[src/rtl/kpl_pkg.sv]
// ----------------------------------------------------------------------------
// kpl_pkg
// Shared types and constants of the keypad password lock.
// ----------------------------------------------------------------------------
package kpl_pkg;

  localparam int MAX_CHARS_DEF = 10;
  localparam int BUF_LEN       = 10;
  localparam int NUM_USERS     = 4;
  localparam int KEY_W         = 8;
  localparam int CNT_W         = 4;
  localparam int USER_W        = 2;
  localparam int CFG_IDX_W     = 8;
  localparam int CFG_DATA_W    = 64;
  localparam int PASS_HI_W     = 16;

  localparam logic [KEY_W-1:0] KEY_NONE       = 8'h00;
  localparam logic [KEY_W-1:0] KEY_USER_FIRST = 8'h31;  // '1'
  localparam logic [KEY_W-1:0] KEY_USER_LAST  = 8'h34;  // '4'
  localparam logic [KEY_W-1:0] KEY_ENTER      = 8'h45;  // 'E'
  localparam logic [KEY_W-1:0] KEY_CLEAR      = 8'h43;  // 'C'

  typedef logic [BUF_LEN-1:0][KEY_W-1:0] pass_t;

  // Configuration register indexes.
  typedef enum logic [CFG_IDX_W-1:0] {
    REG_USER1_LOW  = 8'd0,
    REG_USER1_HIGH = 8'd1,
    REG_USER2_LOW  = 8'd2,
    REG_USER2_HIGH = 8'd3,
    REG_USER3_LOW  = 8'd4,
    REG_USER3_HIGH = 8'd5,
    REG_USER4_LOW  = 8'd6,
    REG_USER4_HIGH = 8'd7
  } cfg_reg_t;

  // Reset passwords "1111", "91939", "666" and "12345", character 0 lowest.
  localparam logic [CFG_DATA_W-1:0] PASS1_RST = 64'd825307441;
  localparam logic [CFG_DATA_W-1:0] PASS2_RST = 64'd245672522041;
  localparam logic [CFG_DATA_W-1:0] PASS3_RST = 64'd3552822;
  localparam logic [CFG_DATA_W-1:0] PASS4_RST = 64'd228509037105;

  typedef struct packed {
    logic             entry_phase;
    logic             char_accepted;
    logic             buffer_cleared;
    logic [CNT_W-1:0] chars_entered;
    logic             verdict_valid;
    logic             access_granted;
  } kpl_result_t;

endpackage

[src/rtl/kpl_pass_regs.sv]
// ----------------------------------------------------------------------------
// kpl_pass_regs
// Password register file for the four users, written over the config port.
// ----------------------------------------------------------------------------
module kpl_pass_regs (
  input  logic                          clk,
  input  logic                          rst_n,
  input  logic                          cfg_wr_en,
  input  logic [kpl_pkg::CFG_IDX_W-1:0] cfg_index,
  input  logic [kpl_pkg::CFG_DATA_W-1:0] cfg_wdata,
  output kpl_pkg::pass_t                pass_o [kpl_pkg::NUM_USERS]
);
  import kpl_pkg::*;

  logic [CFG_DATA_W-1:0] low_r  [NUM_USERS];
  logic [PASS_HI_W-1:0]  high_r [NUM_USERS];

  always_ff @(posedge clk) begin
    if (!rst_n) begin
      low_r[0]  <= PASS1_RST;
      low_r[1]  <= PASS2_RST;
      low_r[2]  <= PASS3_RST;
      low_r[3]  <= PASS4_RST;
      high_r[0] <= '0;
      high_r[1] <= '0;
      high_r[2] <= '0;
      high_r[3] <= '0;
    end else if (cfg_wr_en) begin
      unique case (cfg_index)
        REG_USER1_LOW:  low_r[0]  <= cfg_wdata;
        REG_USER1_HIGH: high_r[0] <= cfg_wdata[PASS_HI_W-1:0];
        REG_USER2_LOW:  low_r[1]  <= cfg_wdata;
        REG_USER2_HIGH: high_r[1] <= cfg_wdata[PASS_HI_W-1:0];
        REG_USER3_LOW:  low_r[2]  <= cfg_wdata;
        REG_USER3_HIGH: high_r[2] <= cfg_wdata[PASS_HI_W-1:0];
        REG_USER4_LOW:  low_r[3]  <= cfg_wdata;
        REG_USER4_HIGH: high_r[3] <= cfg_wdata[PASS_HI_W-1:0];
        default: ;
      endcase
    end
  end

  always_comb begin
    for (int u = 0; u < NUM_USERS; u++) begin
      pass_o[u] = pass_t'({high_r[u], low_r[u]});
    end
  end

endmodule

[src/rtl/kpl_entry_core.sv]
// ----------------------------------------------------------------------------
// kpl_entry_core
// Login and entry state, buffer update and password compare for one item.
// ----------------------------------------------------------------------------
module kpl_entry_core #(
  parameter int MAX_CHARS = kpl_pkg::MAX_CHARS_DEF
) (
  input  logic                      clk,
  input  logic                      rst_n,
  input  logic                      fire,
  input  logic [kpl_pkg::KEY_W-1:0] key,
  input  kpl_pkg::pass_t            pass_i [kpl_pkg::NUM_USERS],
  output kpl_pkg::kpl_result_t      res_o
);
  import kpl_pkg::*;

  logic              phase_r, phase_nxt;
  logic [USER_W-1:0] user_r, user_nxt;
  logic [KEY_W-1:0]  prev_r, prev_nxt;
  logic [CNT_W-1:0]  cnt_r, cnt_nxt, cnt_inc;
  pass_t             buf_r, buf_nxt;
  logic              accepted, cleared, verdict;

  always_comb begin
    phase_nxt = phase_r;
    user_nxt  = user_r;
    cnt_nxt   = cnt_r;
    buf_nxt   = buf_r;
    accepted  = 1'b0;
    cleared   = 1'b0;
    verdict   = 1'b0;
    cnt_inc   = cnt_r + CNT_W'(1);

    if (!phase_r) begin
      if (key >= KEY_USER_FIRST && key <= KEY_USER_LAST) begin
        user_nxt  = USER_W'(key - KEY_USER_FIRST);
        cnt_nxt   = '0;
        buf_nxt   = '0;
        phase_nxt = 1'b1;
      end
    end else if (key != KEY_NONE && prev_r == KEY_NONE) begin
      // Only a press edge counts during entry.
      case (key)
        KEY_ENTER: verdict = 1'b1;
        KEY_CLEAR: begin
          cnt_nxt = '0;
          buf_nxt = '0;
          cleared = 1'b1;
        end
        default: begin
          for (int k = 0; k < BUF_LEN; k++) begin
            if (cnt_r == CNT_W'(k)) buf_nxt[k] = key;
          end
          cnt_nxt  = cnt_inc;
          accepted = 1'b1;
          if (cnt_inc >= CNT_W'(MAX_CHARS)) verdict = 1'b1;
        end
      endcase
    end

    // The count is zero whenever the block awaits a user.
    res_o.chars_entered  = cnt_nxt;
    res_o.char_accepted  = accepted;
    res_o.buffer_cleared = cleared;
    res_o.verdict_valid  = verdict;
    res_o.access_granted = verdict && (buf_nxt == pass_i[user_r]);

    if (verdict) begin
      phase_nxt = 1'b0;
      cnt_nxt   = '0;
      buf_nxt   = '0;
    end
    res_o.entry_phase = phase_nxt;
    prev_nxt = key;
  end

  always_ff @(posedge clk) begin
    if (!rst_n) begin
      phase_r <= 1'b0;
      user_r  <= '0;
      prev_r  <= '0;
      cnt_r   <= '0;
      buf_r   <= '0;
    end else if (fire) begin
      phase_r <= phase_nxt;
      user_r  <= user_nxt;
      prev_r  <= prev_nxt;
      cnt_r   <= cnt_nxt;
      buf_r   <= buf_nxt;
    end
  end

endmodule

[src/rtl/keypad_password_lock_top.sv]
// ----------------------------------------------------------------------------
// keypad_password_lock_top
// Four-user keypad combination lock, one keypad sample per item.
// ----------------------------------------------------------------------------
// Usage: each input item carries one keypad sample (0 when no key is down).
// Every accepted item yields exactly one result item with the phase, echo,
// clear flag, character count and, at the end of entry, the verdict.
// The sample is caught in an input register; the state update and the
// ten-character compare then run from the input register into the result
// register. One item is taken every cycle while in_stall is low.
// When the receiver stalls, the result register holds; one more item may
// sit in the input register, after which in_stall rises until the result
// is taken.
// Reset (synchronous, rst_n low) returns to awaiting a user with an empty
// buffer and loads the default passwords. The user must write passwords
// through the cfg_ port while no item is in flight; the block does not check.
// ----------------------------------------------------------------------------
module keypad_password_lock_top #(
  parameter int MAX_CHARS = kpl_pkg::MAX_CHARS_DEF
) (
  input  logic                           clk,
  input  logic                           rst_n,
  input  logic                           in_valid,
  output logic                           in_stall,
  input  logic [kpl_pkg::KEY_W-1:0]      in_key_code,
  output logic                           out_valid,
  input  logic                           out_stall,
  output logic                           out_entry_phase,
  output logic                           out_char_accepted,
  output logic                           out_buffer_cleared,
  output logic [kpl_pkg::CNT_W-1:0]      out_chars_entered,
  output logic                           out_verdict_valid,
  output logic                           out_access_granted,
  input  logic                           cfg_wr_en,
  input  logic [kpl_pkg::CFG_IDX_W-1:0]  cfg_index,
  input  logic [kpl_pkg::CFG_DATA_W-1:0] cfg_wdata
);
  import kpl_pkg::*;

  logic              in_vld_r;
  logic [KEY_W-1:0]  key_r;
  logic              fire;
  logic              out_vld_r;
  kpl_result_t       res, res_r;
  pass_t             pass [NUM_USERS];

  assign fire     = in_vld_r && !(out_vld_r && out_stall);
  assign in_stall = in_vld_r && out_vld_r && out_stall;

  always_ff @(posedge clk) begin
    if (!rst_n) begin
      in_vld_r <= 1'b0;
    end else if (!in_stall) begin
      in_vld_r <= in_valid;
    end
  end

  always_ff @(posedge clk) begin
    if (in_valid && !in_stall) begin
      key_r <= in_key_code;
    end
  end

  kpl_pass_regs u_pass_regs (
    .clk       (clk),
    .rst_n     (rst_n),
    .cfg_wr_en (cfg_wr_en),
    .cfg_index (cfg_index),
    .cfg_wdata (cfg_wdata),
    .pass_o    (pass)
  );

  kpl_entry_core #(
    .MAX_CHARS (MAX_CHARS)
  ) u_entry_core (
    .clk    (clk),
    .rst_n  (rst_n),
    .fire   (fire),
    .key    (key_r),
    .pass_i (pass),
    .res_o  (res)
  );

  always_ff @(posedge clk) begin
    if (!rst_n) begin
      out_vld_r <= 1'b0;
    end else if (fire) begin
      out_vld_r <= 1'b1;
    end else if (!out_stall) begin
      out_vld_r <= 1'b0;
    end
  end

  always_ff @(posedge clk) begin
    if (fire) begin
      res_r <= res;
    end
  end

  assign out_valid          = out_vld_r;
  assign out_entry_phase    = res_r.entry_phase;
  assign out_char_accepted  = res_r.char_accepted;
  assign out_buffer_cleared = res_r.buffer_cleared;
  assign out_chars_entered  = res_r.chars_entered;
  assign out_verdict_valid  = res_r.verdict_valid;
  assign out_access_granted = res_r.access_granted;

endmodule

[config.mk]
export PLATFORM = sky130hd
export DESIGN_NAME = keypad_password_lock_top
export DESIGN_NICKNAME = d
export VERILOG_FILES = /design/src/rtl/kpl_pkg.sv /design/src/rtl/kpl_pass_regs.sv /design/src/rtl/kpl_entry_core.sv /design/src/rtl/keypad_password_lock_top.sv
export SDC_FILE = /design/constraint.sdc
export NUM_CORES = 1
export LEC_CHECK = 0
export BUFFER_PORTS_ARGS = -buffer_cell sky130_fd_sc_hd__buf_2
export CAP_MARGIN = 20
export CORE_AREA = 2 2 207 209
export DETAILED_ROUTE_END_ITERATION = 7
export DIE_AREA = 0 0 209 211
export PLACE_DENSITY = 0.69
export SLEW_MARGIN = 20
export SYNTH_ARGS = -nofsm -noshare
export SYNTH_HDL_FRONTEND = slang
export SYNTH_SLANG_ARGS = --single-unit
[constraint.sdc]
create_clock -name clk -period 9.05 [get_ports clk]
set_input_delay 1.81 -clock clk [delete_from_list [all_inputs] [get_ports clk]]
set_output_delay 1.81 -clock clk [all_outputs]
set_load 0.01 [all_outputs]
# Word-level counts from Yosys, hierarchy flattened
# Memories as Yosys holds them, arrays and structs flattened.
# Index checks and enable logic that the tools add are counted.
[op_classes]
n_addsub = 2
n_eq_ne = 20
muxes = 75
n_reduce_logical = 17
n_bitwise = 10
n_lt_le_gt_ge = 4
[ops]
columns = ["cell", "n"]
rows = [
  ["$mux 80", 6],
  ["$mux 64", 4],
  ["$bmux 80 s2", 1],
  ["$pmux 80 s2", 1],
  ["$eq 80x80->1", 1],
  ["$mux 8", 10],
  ["$mux 16", 4],
  ["$mux 1", 43],
  ["$eq 8x3->1 const B", 4],
  ["$eq 4x3->1 const B", 4],
  ["$eq 8x2->1 const B", 2],
  ["$eq 8x7->1 const B", 2],
  ["$logic_not 8->1", 2],
  ["$mux 4", 4],
  ["$eq 4x2->1 const B", 2],
  ["$eq 4x4->1 const B", 2],
  ["$eq 8x1->1 const B", 1],
  ["$ge 8x6->1 const B", 1],
  ["$le 8x6->1 const B", 1],
  ["$logic_and 1x1->1", 8],
  ["$or 1x1->1", 8],
  ["$pmux 4 s2", 1],
  ["$reduce_bool 8->1", 1],
  ["$add 4x1->4 const B", 1],
  ["13 further kinds", 14],
]
[totals]
out_inout_bits = 11
ramBits = 320
n_memories = 2
regBits = 114
in_bits = 85
wordCells = 153
[memory_table]
columns = ["name", "words", "width", "rd", "rd_ports_with_merged_regs", "wr", "line_no", "rtl"]
rows = [
  ["u_pass_regs.low_r", 4, 64, 4, 0, 4, "kpl_pass_regs.sv:15", "logic [CFG_DATA_W-1:0] low_r [NUM_USERS];"],
  ["u_pass_regs.high_r", 4, 16, 4, 0, 4, "kpl_pass_regs.sv:16", "logic [PASS_HI_W-1:0] high_r [NUM_USERS];"],
]

# Depth between registers and ports, before layout
# Gate-level depths: netlist (run 1).
[depth]
ltp_word = 7
depth_mapped = 15
ltp_nobuf = 11

# Cells and area by module
# A second synthesis (run 1) with hierarchy kept.
[unflattened]
cells_unflattened = 2135
hier_area_um2 = 23756.5
[modules_own_cells]
columns = ["module", "cells_each", "area_per_inst_um2", "n_inst"]
rows = [
  ["kpl_pass_regs", 994, 13788.2, 1],
  ["kpl_entry_core", 1116, 9374.0, 1],
  ["keypad_password_lock_top", 25, 594.3, 1],
]

# Least setup slack after synthesis (run 1)
# Ideal clock, no wire load.
[synth_path]
path_kind = "input -> register"
startpoint = "input port cfg_index[3] (netlist name)"
endpoint = "memory u_pass_regs.low_r[0][0], enable pin"
path_buffers = 2
cell_stages = 6
t_required_ps = 8476
arrival_ps = 7347
setup_slack_ps = 1128
cell_sequence = "nor4_1 -> nand3b_1 -> or3_1 -> clkbuf_1 -> clkbuf_1 -> o21ai_0"
[synth_lines]
columns = ["element", "line_no", "rtl"]
rows = [
  ["from (decl)", "keypad_password_lock_top.sv:35", "input logic [kpl_pkg::CFG_IDX_W-1:0] cfg_index,"],
  ["to (decl)", "kpl_pass_regs.sv:15", ""],
]

==> results of run 1 <==
## layer usage
layer | vias to the layer above | global-route usage | wire (µm)
li1 | 6975 | - | -
met1 | 7944 | 0.4394 | 28900
met2 | 806 | 0.4854 | 31330
met3 | 143 | 0.07136 | 6264
met4 | 4 | 0.1135 | 2513
met5 | - | 0 | 26
## final timing paths
path | cells after the start | from | endpoint | slack [ps]
hold / removal | 2 | u_entry_core.buf_r[39] | u_entry_core.buf_r[39] | 460
setup reg to reg | 12 | key_r[0] | out_access_granted | 3540
setup / recovery | 12 | key_r[0] | out_access_granted | 3540
hold reg to reg | 2 | u_entry_core.buf_r[39] | u_entry_core.buf_r[39] | 460
## per-stage QoR
step	hold WS [ps]	cell area, µm²	instances	setup WS [ps]	power [mW]
final	464.4	24370	2466	3541	4.483
after global routing	488.9	24370	2464	3327	4.590
after CTS	466.8	24360	2463	3703	4.496
after detailed placement	459.3	22810	2376	3719	2.558
after global placement	458.3	22800	2375	3889	2.551
after floorplan	437.5	21880	1851	1128	2.429
## cell type report
cell class | count | area [µm²] | area share
Sequential cell | 434 | 12070 | 0.4952
Tap cell | 539 | 674.4 | 0.02767
Timing Repair Buffer | 134 | 790.8 | 0.03244
Clock buffer | 68 | 1286 | 0.05277
Antenna cell | 3 | 7.507 | 0.0003080
Multi-Input combinational cell | 1251 | 9214 | 0.3780
Clock inverter | 19 | 265.3 | 0.01088
Inverter | 18 | 67.56 | 0.002772
## worst max-delay path, cell delays in order (launching register included)
cell       delay, ps
edfxtp_1         750
inv_1            290
ha_1             260
or3b_2           200
a41o_1           660
and3_1           710
buf_4            470
o2bb2ai_1        210
xor2_1           190
o221ai_1         140
or4_1            530
or4_1            570
nor4_2           340
## flip-flops by register name, indices dropped and copies added (netlist names), 2 cells and up
signal / cells
u_entry_core.prev_r: 8
out_chars_entered: 4
key_r: 8
u_entry_core.cnt_r: 4
u_pass_regs.low_r: 256
u_pass_regs.high_r: 64
u_entry_core.buf_r: 80
u_entry_core.user_r: 2
## cell families after synthesis
kind of cell,after synthesis,synth area share
fa+ha+maj,8,0.004575
compound gates,381,0.1200
mux,87,0.08458
xor+xnor,49,0.01961
buf+inv,166,0.03180
simple gates,726,0.1881
flops,434,0.5513
## cell usage in the layout (no fill, tap or decap), drive strengths merged, types with 14 or more instances in the layout
| cell type | count |
|---|---|
| edfxtp | 337 |
| and2 | 326 |
| buf | 134 |
| o21ai | 126 |
| nand2 | 108 |
| dfxtp | 97 |
| nor2 | 82 |
| mux4 | 78 |
| clkbuf | 68 |
| or3 | 62 |
| a21oi | 31 |
| a2111oi | 29 |
| xor2 | 28 |
| a22oi | 28 |
| nor2b | 24 |
| nand3 | 22 |
| o21a | 22 |
| o22ai | 22 |
| xnor2 | 21 |
| nor3 | 21 |
| inv | 21 |
| nor4 | 18 |
| o2bb2ai | 15 |
| nand4 | 14 |
| a21boi | 14 |
## report_power, final
group          switching (mW)  total, mW  internal, mW
sequential             0.0310       2.25          2.22
combinational           0.192      0.269        0.0767
clock                   0.820       1.96          1.14
total                    1.04       4.48          3.44
==> results.tsv, run 1 <==
metric	value	unit
Worst Path Required	9440	ps
Worst-Skew Late Latency	590	ps
layout cells sized above 1	0.1627	
Max FO, Critical Path	29	
Total Routed Length	69040	µm
Distinct cells, synth	82	
vias in the first global route	15570	
pins over their slew limit	0	
Worst Tran Pin Value	1076	ps
number of fill cells	3420	
wire per inst	28.00	µm
asr flop ratio synth	0	
initial antenna violation count	5	
outcome	complete, no violations	
core area	41760	µm²
post-synthesis sequential area ratio	0.5513	
syn_area_per_cell	11.82	µm²
Vias	15870	
Pre-antenna DRT Iters	6	
Tot GR Track Use	0.3144	
aggregate negative setup slack	0	ps
top cells by count, synth	edfxtp_1, and2_1, o21ai_0, clkbuf_1, nand2_1	
hold crit path type	register to register	
hold-fix buffers at CTS	0	
pin count of the biggest net entering global routing	108	
Die Width	209	µm
RSZ-0062 raised after global routing	false	
TritonCTS clock tree	yes	
clock sink count	434	
vias per cell	6.436	
Crit Path Category	register to register	
Port Buffers	95	
Crit. End Element	register	
Final Core Density	0.5837	
Initial Util	0.5240	
H-tree Lvls	2	
Post-synth EDFFs	337	
Leak	8.099	nW
# setup viols final	0	
Synth Register Bits	434	
num ports	96	
CTS buffer count	47	
Area Overhead vs Synth	11.40	%
final hold violations	0	
Cells after Synth	1851	
CTS root buf	clkbuf_16	
DR iter-0 viols	2077	
total of max-cap violations	0	
Routability Congestion	1.011	
CP arrival	5900	ps
period utilisation layout	0.6088	
Rows	75	
Detailed Place HPWL	45430	µm
pwr dens	183.9	nW/µm²
post-CTS setup buffers	0	
Die ar.	44100	µm²
area share of the largest cell type after synthesis	0.4625	
Fmax	181.5	MHz
chip height	211	µm
DRC	0	
Synth Flop Type	edfxtp_1	
number of routed nets with antenna violations	0	
cell taking the most area after synthesis	edfxtp_1	
Synthesis Warnings	0	
clk_skew	14.00	ps
Tmin final	5509	ps
global-route wire length before repair	102200	µm
grt total ovfl	0	
VDD IR max	0.1749	mV
Mapped Nets	1944	
synth top area cells	edfxtp_1, and2_1, dfxtp_1	
most numerous cell in the Yosys netlist	edfxtp_1	
Final Net Count	1979	
crit start category	register	
max_slew headroom	0.2799	
Post-CTS Resized	0	
Clock transition at path regs	60	ps
clock buffer depth	3	
Post-Syn Area	21880	µm²
(Power assumes the default switching activity.)
==> run 2, diff against run 1 <==
Clock period 9.05 ns to 5.74 ns, I/O delays scaled along.
==> run 2 against run 1 <==
Sequential share of layout area shrank 0.44 points. Combinational power grew 66%. Setup slack lost 2900 ps. Final area grew 0.89%. Worst hold slack gained 3.5 ps. First-iteration DRC count shrank 16%. Highest routed layer unchanged.
==> results.tsv, run 2 (synthesized netlist as in run 1, its figures left out) <==
metric	value	unit	change
pins over their slew limit	0		unchanged
Die Width	209	µm	unchanged
number of routed nets with antenna violations	0		unchanged
Post-Layout Cell Count	2485		+0.77%
Fmax	195.8	MHz	+7.9%
wire per inst	28.19	µm	+0.71%
Clock transition at path regs	70	ps	about the same
Total Routed Length	70060	µm	+1.5%
max_slew headroom	0.2663		-0.01356
R2R Setup Slk	630	ps	-2910 ps
CTS root buf	clkbuf_16		
Worst Path Required	6130	ps	-3310 ps
chip height	211	µm	unchanged
Final Net Count	2002		+1.2%
Crit. End Element	register		
Max FO, Critical Path	19		-34%
slowest stage delay, CP	900	ps	+150 ps
post-CTS setup buffers	0		unchanged
initial antenna violation count	1		-4
storage element area	12070	µm²	unchanged
CP arrival	5500	ps	-400 ps
clk_skew	32.31	ps	+18.31 ps
CTS buffer count	46		-2.1%
Post-CTS Resized	0		unchanged
Die ar.	44100	µm²	unchanged
Tot GR Track Use	0.3216		+0.007164
DR iter-0 viols	1749		-16%
num ports	96		unchanged
Routability Congestion	1.066		+5.4%
most common cell after layout, fill and taps aside	edfxtp_1		
Pre-antenna DRT Iters	6		unchanged
clock buffer depth	3		unchanged
aggregate negative setup slack	0	ps	unchanged
TritonCTS clock tree	yes		
cell at the slowest stage of the critical path	and3_1		
grt total ovfl	0		unchanged
Inst Count DP	2399		+0.97%
combinational group share of total power	0.063		+0.003
Most flops, register	u_pass_regs.low_r		
Area Overhead vs Synth	12.40	%	
RSZ-0062 raised after global routing	false		
hold-fix buffers at CTS	0		unchanged
# setup viols final	0		unchanged
Tmin final	5107	ps	-401.8 ps
total of max-cap violations	0		unchanged
vias in the first global route	15710		+0.90%
cell breakdown of the critical path	inv_1 > ha_1 > nor3b_2 > o211ai_1 > and3_1 > buf_4 > a221oi_1 > a2111o_1 > nor4_1 > nand4_1 > or4_1 > nor4_2		
final hold violations	0		unchanged
pin count of the biggest net entering global routing	107		-0.93%
sw frac	0.2324		-0.0003139
Top Registers	u_pass_regs.low_r (256), u_entry_core.buf_r (80), u_pass_regs.high_r (64)		
most frequent cells in the layout	edfxtp_1, and2_1, o21ai_0, nand2_1		
Rows	75		unchanged
global-route wire length before repair	103800	µm	+1.5%
DRC	0		unchanged
Flop pwr share	0.502		about the same
Detailed Place HPWL	46860	µm	+3.1%
Switch Pwr	1.642	mW	+57%
crit start category	register		
H-tree Lvls	2		unchanged
VDD IR max	0.2540	mV	+45%
layout cells sized above 1	0.1799		+0.01717
Ant. Diodes	0		-3
vias per cell	6.392		-0.69%
hold crit path type	register to register		
core area	41760	µm²	unchanged
Port Buffers	95		unchanged
Initial Util	0.5240		unchanged
internal power	5.423	mW	+58%
multi-input logic area	9229	µm²	+0.16%
Crit Path Category	register to register		
outcome	complete, no violations		
Vias	15880		+0.076%
Worst Tran Pin Value	1096	ps	+20.26 ps
period utilisation layout	0.8898		+0.2810
number of fill cells	3384		-1.1%
clock power share	0.435		-0.003
clock sink count	434		unchanged
Leak	8.237	nW	+1.7%
max reg flops	256		unchanged
Worst-Skew Late Latency	590	ps	about the same
pwr dens	287.3	nW/µm²	+56%
==> run 2: final cells by class <==
| type | instances | area share |
|---|---|---|
| flip-flops and latches | 434 | 0.4908 |
| well taps | 539 | 0.02742 |
| clock inverters | 21 | 0.01012 |
| inverters | 18 | 0.002747 |
| clock buffers | 64 | 0.05327 |
| repair buffers | 158 | 0.04040 |
| multi-input cells | 1251 | 0.3753 |
==> run 2: stage by stage <==
stage	area (µm²)	util	hold slack (ps)	power, mW	setup WS (ps)
after floorplan	21880	-	437.5	3.823	210.2
after global placement	22990	0.5506	458.8	4.036	837.3
after detailed placement	22990	0.5507	466.9	4.047	781.2
after CTS	24550	0.5880	477.3	7.086	756.6
after global routing	24590	0.5889	503.3	7.243	480.1
final	24590	0.5889	467.9	7.064	632.5
==> run 2: path summary, 6_finish.rpt <==
kind,start,end,depth (start not counted)
max,key_r[0],out_access_granted,12
min,u_entry_core.buf_r[39],u_entry_core.buf_r[39],2
max reg2reg,key_r[0],out_access_granted,12
min reg2reg,u_entry_core.buf_r[39],u_entry_core.buf_r[39],2
==> run 2: power groups by stage <==
stage               sequential (mW)  clock [mW]  combinational [mW]
finish                         3.55        3.07               0.446
global route                   3.56        3.22               0.464
CTS                            3.55        3.10               0.436
detailed placement             3.61           0               0.435
global placement               3.60           0               0.435
floorplan                      3.60           0               0.222
==> run 2: critical path, delay by kind of cell, from the launching register on <==
kind / cells / cell delay, ps
compound gates: 3 / 760
fa+ha+maj: 1 / 320
buf+inv: 2 / 630
flops: 1 / 730
simple gates: 6 / 2480
==> run 2: routing by layer <==
metal | vias up | part of all wire | global-route usage
met5 | - | 0.00014 | 0
met4 | 2 | 0.036 | 0.1195
met3 | 157 | 0.083 | 0.06378
met2 | 770 | 0.45 | 0.4866
met1 | 7922 | 0.43 | 0.4631
li1 | 7033 | - | -
